===== src/hw/rtl/chm_pkg.sv =====
`timescale 1ns / 1ps
// ----------------------------------------------------------------------------
// chm_pkg
// Shared codes, constants and types of the chained hash map.
// ----------------------------------------------------------------------------
package chm_pkg;

   localparam logic [1:0] OP_ENTER  = 2'd0;
   localparam logic [1:0] OP_FIND   = 2'd1;
   localparam logic [1:0] OP_REMOVE = 2'd2;
   localparam logic [1:0] OP_CLEAR  = 2'd3;

   localparam int CFG_BITS = 7;
   localparam logic [CFG_BITS-1:0] BUCKET_COUNT_RESET = 7'd64;

   // dividend bits consumed per divider step
   localparam int DIGIT_BITS = 4;

   // entry store command
   typedef struct packed {
      logic rd;        // read key, value, next at rd address
      logic fill;      // write key, value, next at wr address
      logic set_val;   // write value only
      logic set_next;  // write next only
   } ent_cmd_type;

endpackage


===== src/hw/rtl/chm_divider.sv =====
`timescale 1ns / 1ps
// ----------------------------------------------------------------------------
// chm_divider
// Iterative remainder unit, DIGIT_BITS dividend bits per cycle.
// ----------------------------------------------------------------------------
module chm_divider
   import chm_pkg::*;
#(
   parameter int KEY_W = 32,
   parameter int REM_W = 7
) (
   input  logic             clock,
   input  logic             reset,
   input  logic             start,
   input  logic [KEY_W-1:0] dividend,
   input  logic [REM_W-1:0] divisor,
   output logic             done,
   output logic [REM_W-1:0] remainder
);

   localparam int Steps = (KEY_W + DIGIT_BITS - 1) / DIGIT_BITS;
   localparam int PadW  = Steps * DIGIT_BITS;
   localparam int CntW  = $clog2(Steps + 1);

   logic [PadW-1:0]  quo_ff, quo_in;
   logic [REM_W-1:0] rem_ff, rem_in;
   logic [CntW-1:0]  cnt_ff, cnt_in;
   logic             run_ff, run_in;
   logic             done_ff, done_in;

   always_comb begin
      logic [REM_W:0] part;
      part    = {1'b0, rem_ff};
      quo_in  = quo_ff;
      cnt_in  = cnt_ff;
      run_in  = run_ff;
      done_in = 1'b0;
      for (int i = 0; i < DIGIT_BITS; i++) begin
         part = {part[REM_W-1:0], quo_ff[PadW-1-i]};
         if (part >= {1'b0, divisor}) begin
            part = part - {1'b0, divisor};
         end
      end
      rem_in = rem_ff;
      if (start) begin
         quo_in = PadW'(dividend);
         rem_in = '0;
         cnt_in = '0;
         run_in = 1'b1;
      end else if (run_ff) begin
         quo_in = quo_ff << DIGIT_BITS;
         rem_in = part[REM_W-1:0];
         cnt_in = cnt_ff + 1'b1;
         if (cnt_ff == CntW'(Steps - 1)) begin
            run_in  = 1'b0;
            done_in = 1'b1;
         end
      end
   end

   always_ff @(posedge clock) begin
      if (reset) begin
         run_ff  <= 1'b0;
         done_ff <= 1'b0;
         cnt_ff  <= '0;
      end else begin
         run_ff  <= run_in;
         done_ff <= done_in;
         cnt_ff  <= cnt_in;
      end
   end

   always_ff @(posedge clock) begin
      quo_ff <= quo_in;
      rem_ff <= rem_in;
   end

   assign done      = done_ff;
   assign remainder = rem_ff;

endmodule


===== config.mk =====
export PLATFORM = sky130hd
export DESIGN_NAME = chm_divider
export DESIGN_NICKNAME = d
export VERILOG_FILES = /design/src/hw/rtl/chm_pkg.sv /design/src/hw/rtl/chm_divider.sv
export SDC_FILE = /design/constraint.sdc
export NUM_CORES = 1
export LEC_CHECK = 0
export BUFFER_PORTS_ARGS = -buffer_cell sky130_fd_sc_hd__buf_2
export CAP_MARGIN = 25
export CORE_MARGIN = 2
export CORE_UTILIZATION = 63
export DETAILED_ROUTE_END_ITERATION = 10
export GPL_TIMING_DRIVEN = 0
export HOLD_SLACK_MARGIN = 0.02
export PLACE_DENSITY = 0.95
export SLEW_MARGIN = 20
export SYNTH_ARGS = -nofsm -noshare
export SYNTH_HDL_FRONTEND = slang
export SYNTH_SLANG_ARGS = --single-unit

===== constraint.sdc =====
create_clock -name clock -period 15 [get_ports clock]
set_input_delay 0.75 -clock clock [delete_from_list [all_inputs] [get_ports clock]]
set_output_delay 0.75 -clock clock [all_outputs]
set_load 0.02 [all_outputs]

=== After elaboration in Yosys (flattened, before gate mapping) ===
Index checks and enable logic that the tools add are counted.
W data, S select, Z words.

* Flip-flop bits (word level): 45
* Output and inout bits: 8
* Input port bits: 42
* Word-level logic and storage cells: 29

* Reduce and logical (&&, ||, !) cells: 3
* Mux-type cells: 10
* Order comparisons: 4
* $add $sub $neg: 5
* Equal/unequal tests: 1
* Bitwise operators: 1

{| class="wikitable"
|+ Operators by type and width
! kind !! count
|-
| $mux W32 || 2
|-
| $ge A8 B7 Y1 || 4
|-
| $mux W7 || 4
|-
| $sub A7 B7 Y7 || 4
|-
| $add A4 B1 Y4 const B || 1
|-
| $eq A4 B3 Y1 const B || 1
|-
| $mux W1 || 4
|-
| $reduce_or A3 Y1 || 1
|-
| $reduce_bool A2 Y1 || 1
|-
| $reduce_or A2 Y1 || 1
|-
| $not A1 Y1 || 1
|}

=== Logic depth before layout (Yosys ltp) ===
* Depth after elaboration: 8
* Depth in mapped cells: 35
* Depth with buffers taken out: 34

=== Least setup slack after synthesis ===
OpenSTA, ideal clock, no wires.

* Path type: input -> register
* Start: input port divisor[0]
* End: register rem_ff[2] (netlist: remainder[2])
* Required time: 14831 ps
* Buffers on the path: 2
* Stages on the path: 33
* Slack: 6696 ps
* Setup time: 169 ps
* Arrival time: 8135 ps
* Path through: ha_1 -> inv_1 -> fa_1 -> a211oi_2 -> o21ai_2 -> a41o_1 -> mux2_2 -> ha_1 -> nor2b_4 -> o31a_1 -> o31a_1 -> a2111oi_4 -> nand2_1 -> mux2_2 -> fa_1 -> nor2b_1 -> o2111ai_1 -> a31oi_1 -> a21oi_1 -> and4_1 -> buf_2 -> or2_1 -> buf_2 -> mux2i_1 -> ha_1 -> a21o_1 -> a21oi_1 -> o21bai_1 -> a2111o_1 -> o21ai_1 -> nor4b_1 -> a32o_1 -> o32ai_1

* Cells in the longest elaborated chain, start to end: 8
* Elaborated cells on any way between the ends: 12
* Classes of those cells: add/sub (4); order compare (4); mux (4)

{| class="wikitable"
|+ Ends and longest elaborated chain
! what !! line !! text
|-
| start, declared || chm_divider.sv:16 || <nowiki>input logic [REM_W-1:0] divisor,</nowiki>
|-
| $sub A7 B7 Y7 / $ge A8 B7 Y1 (equally long branches) || chm_divider.sv:41, chm_divider.sv:40 ||
|-
| $mux W7 || chm_divider.sv:40 || <nowiki>if (part >= {1'b0, divisor}) begin</nowiki>
|-
| $sub A7 B7 Y7 / $ge A8 B7 Y1 (equally long branches) || chm_divider.sv:41, chm_divider.sv:40 ||
|-
| $mux W7 || chm_divider.sv:40 ||
|-
| $ge A8 B7 Y1 / $sub A7 B7 Y7 (equally long branches) || chm_divider.sv:40, chm_divider.sv:41 ||
|-
| $mux W7 || chm_divider.sv:40 ||
|-
| $sub A7 B7 Y7 / $ge A8 B7 Y1 (equally long branches) || chm_divider.sv:41, chm_divider.sv:40 ||
|-
| $mux W7 (*) || chm_divider.sv:40 ||
|-
| end signal, assigned || chm_divider.sv:75 || <nowiki>rem_ff <= rem_in;</nowiki>
|-
| end, declared || chm_divider.sv:26 || <nowiki>logic [REM_W-1:0] rem_ff, rem_in;</nowiki>
|}

Every way passes the cells marked *; elsewhere a longest branch is shown, timed or not.
A chain may end at the register's enable or synchronous reset.

=== Worst setup path in the final report ===
Ends and elaborated chain as after synthesis.

==> impl_metrics.toml <==
[timing]
worst_slew_pin_slew_ns = 0.765
rsz0062_at_grt = "no"
max-slew-margin-rel_pct = 49.0
skew_ns = 0.00584
finalCritPeriodShare_pct = 64.2
finalSetupTns_ns = 0
drv_slew = 0
period_minus_slack_ns = 9.62
timing.final.hold_violations = 0
setup_violations = 0
fmax_mhz = 104

[clock_tree]
cts_resized = 0
clock_latency_ns = 0.30
clock-sinks = 45
clock_path_buffers = 2
root_buffer = "clkbuf_8"
cts_setup_buffers = 0
cts_tree = "done"
path_clk_slew_ns = 0.09
hold_buffers = 0
cts_buffers = 5
cts_max_level = 2

[routing]
first_pass_iters = 8
ant_nets = 0
wirelength_um = 8520
drtIter0Drc = 273
drc = 1
vias = 2886
wire_per_inst_um = 18.8
vias_per_cell = 6.36

[worst_setup_path]
start_kind = "input pin"
max_stage_delay_ns = 0.58
crit_fanout = 10
arrival_ns = 9.78
r2r_end = "remainder[2]"
worst-setup-path-type = "input pin to register"
endpoint_kind = "register"
ff2ff_setup_slack_ns = 5.53
path_common_cell = "fa_1"
required_ns = 15.15
r2r-start = "quo_ff[31]"
slowest_stage = "o21ai_0"
r2r_cells = 33

[min_path]
hp-start = "cnt_ff[2]"
min_path_type = "register to register"
min_path_cells = 2
hold_end = "done"

[run]
cap_violations = 0

[cells_and_area]
drive_gt1_share_pct = 27.6
fillers = 327
area_delta_synth_final_pct = 12.3
antennaDiodeCount = 0
layout.nets = 458

[yosys]
ys_seq_elements = 45
synth_warnings = 0
synth-async-reset-ratio_pct = 0
syn_area_sq_um = 3440
synth_edf_count = 32
synth.avg_cell_area_sq_um = 10.5
postSynthNetCount = 402
synth_flop_cell = "edfxtp_1"
seq_area_frac_synth_pct = 35.5
syn_inst = 327
synth.distinct_cells = 63

[global_routing]
grt_pass1_vias = 2856
grt_usage_pct = 28.3
grt_pass1_wl_um = 13400
antenna_found_initial = 0
grt_max_degree = 34
grt_overflow = 0

[placement]
dpl.hpwl_um = 6440
port_buffers = 49
gp_congestion = 0.949

[run_status]
status = "finished with violations"
failed_checks = "design-rule violations"

[floorplanning]
die-area_sq_um = 6070
core-area_sq_um = 5170
die_h_um = 77.9
boundaryPins = 50
start_util_pct = 66.5
die_w_um = 77.9
rows = 26
[cell usage in the layout (no fill, tap or decap), drive strengths merged, types with 7 or more instances in the layout]
cell type | synthesis | layout
a21o | 8 | 8
buf | 7 | 56
ha | 29 | 29
a21oi | 11 | 11
nand2 | 16 | 16
inv | 24 | 25
edfxtp | 32 | 32
xnor2 | 12 | 12
a211oi | 8 | 8
dfxtp | 13 | 13
mux2 | 34 | 34
nor2 | 23 | 23
clkbuf | 2 | 7
o21ai | 13 | 13
[synthesized netlist by cell type (all sizes together), types with 4 or more instances]
library cell / count / area (sq um)
nand4: 4 / 25.0
nor3: 4 / 20.0
nand2: 16 / 60.1
and2: 5 / 31.3
buf: 7 / 30.0
edfxtp: 32 / 961
fa: 4 / 80.1
inv: 24 / 90.1
o21a: 4 / 30.0
mux2: 34 / 383
nor2: 23 / 86.3
dfxtp: 13 / 260
mux2i: 4 / 40.0
o21ai: 13 / 68.8
ha: 29 / 363
o21bai: 5 / 37.5
a21oi: 11 / 55.1
nor2b: 6 / 45.0
a21o: 8 / 60.1
xnor2: 12 / 105
a311oi: 6 / 52.6
a31oi: 6 / 37.5
a211oi: 8 / 77.6
[worst max-delay path by stage]
stage / startpoint / end / slack [ns] / cells after the start
floorplan: divisor[0] / remainder[2] / 6.70 / 33
global placement: divisor[1] / remainder[2] / 5.69 / 33
detailed placement: divisor[1] / remainder[2] / 5.38 / 33
CTS: divisor[1] / remainder[2] / 5.62 / 33
global route: divisor[1] / remainder[2] / 4.91 / 33
finish: divisor[0] / remainder[2] / 5.38 / 33
[registers in the layout (all words and copies together), names as in the netlist]
| signal | flops |
|---|---|
| remainder | 7 |
| quo_ff | 32 |
| done | 1 |
| cnt_ff | 4 |
| run_ff | 1 |
[through the flow]
step	cell area, sq um	cells	worst slack, ns	hold WS (ns)	utilization, %
2_1_floorplan	3440	327	6.70	0.477	-
5_1_grt	3860	454	4.91	0.553	74.7
4_1_cts	3860	454	5.62	0.525	74.7
3_5_place_dp	3770	446	5.38	0.507	72.9
6_report	3860	454	5.38	0.536	74.7
3_3_place_gp	3770	446	5.69	0.495	72.9
[worst max-delay path: cells and delay by family]
kind | cells | cell delay [ns]
AND/OR/NAND/NOR | 6 | 1.40
buffers and inverters | 4 | 0.46
AO/OA/AOI/OAI | 16 | 4.59
adder cells (fa/ha/maj) | 5 | 1.80
multiplexers | 2 | 0.78
[logic make-up (layout without fill, tap and decap cells)]
| group | count (synthesis) | in the layout | synth area share (%) |
|---|---|---|---|
| xor gates and xnor gates | 15 | 15 | 3.82 |
| adders and majority gates | 33 | 33 | 12.9 |
| DFF | 45 | 45 | 35.5 |
| muxes | 38 | 38 | 12.3 |
| AOI/OAI and AO/OA | 82 | 82 | 19.2 |
| and+or+nand+nor | 81 | 81 | 12.6 |
| buffers and inverters | 33 | 90 | 3.71 |
[layout make-up]
class,count,area (sq um),share of cell area (%)
buffer,9,37.5,0.972
clock buffer,5,68.8,1.78
tap,70,87.6,2.27
clock inverter,3,21.3,0.551
timing repair buffer,49,245,6.35
sequential,45,1220,31.6
inverter,24,90.1,2.33
multi-input combinational,249,2090,54.1
[per-layer routing]
| metal | vias to the layer above | GRT usage (%) | wire length [um] |
|---|---|---|---|
| met5 | - | 0 | 0 |
| met4 | 0 | 13.5 | 333 |
| met3 | 36 | 4.88 | 577 |
| met2 | 136 | 50.0 | 4320 |
| met1 | 1363 | 33.1 | 3280 |
| li1 | 1351 | - | - |
Power is left out: the tool's default activity adds up to more than one toggle a clock period on the data nets, which glitch-free logic cannot reach.
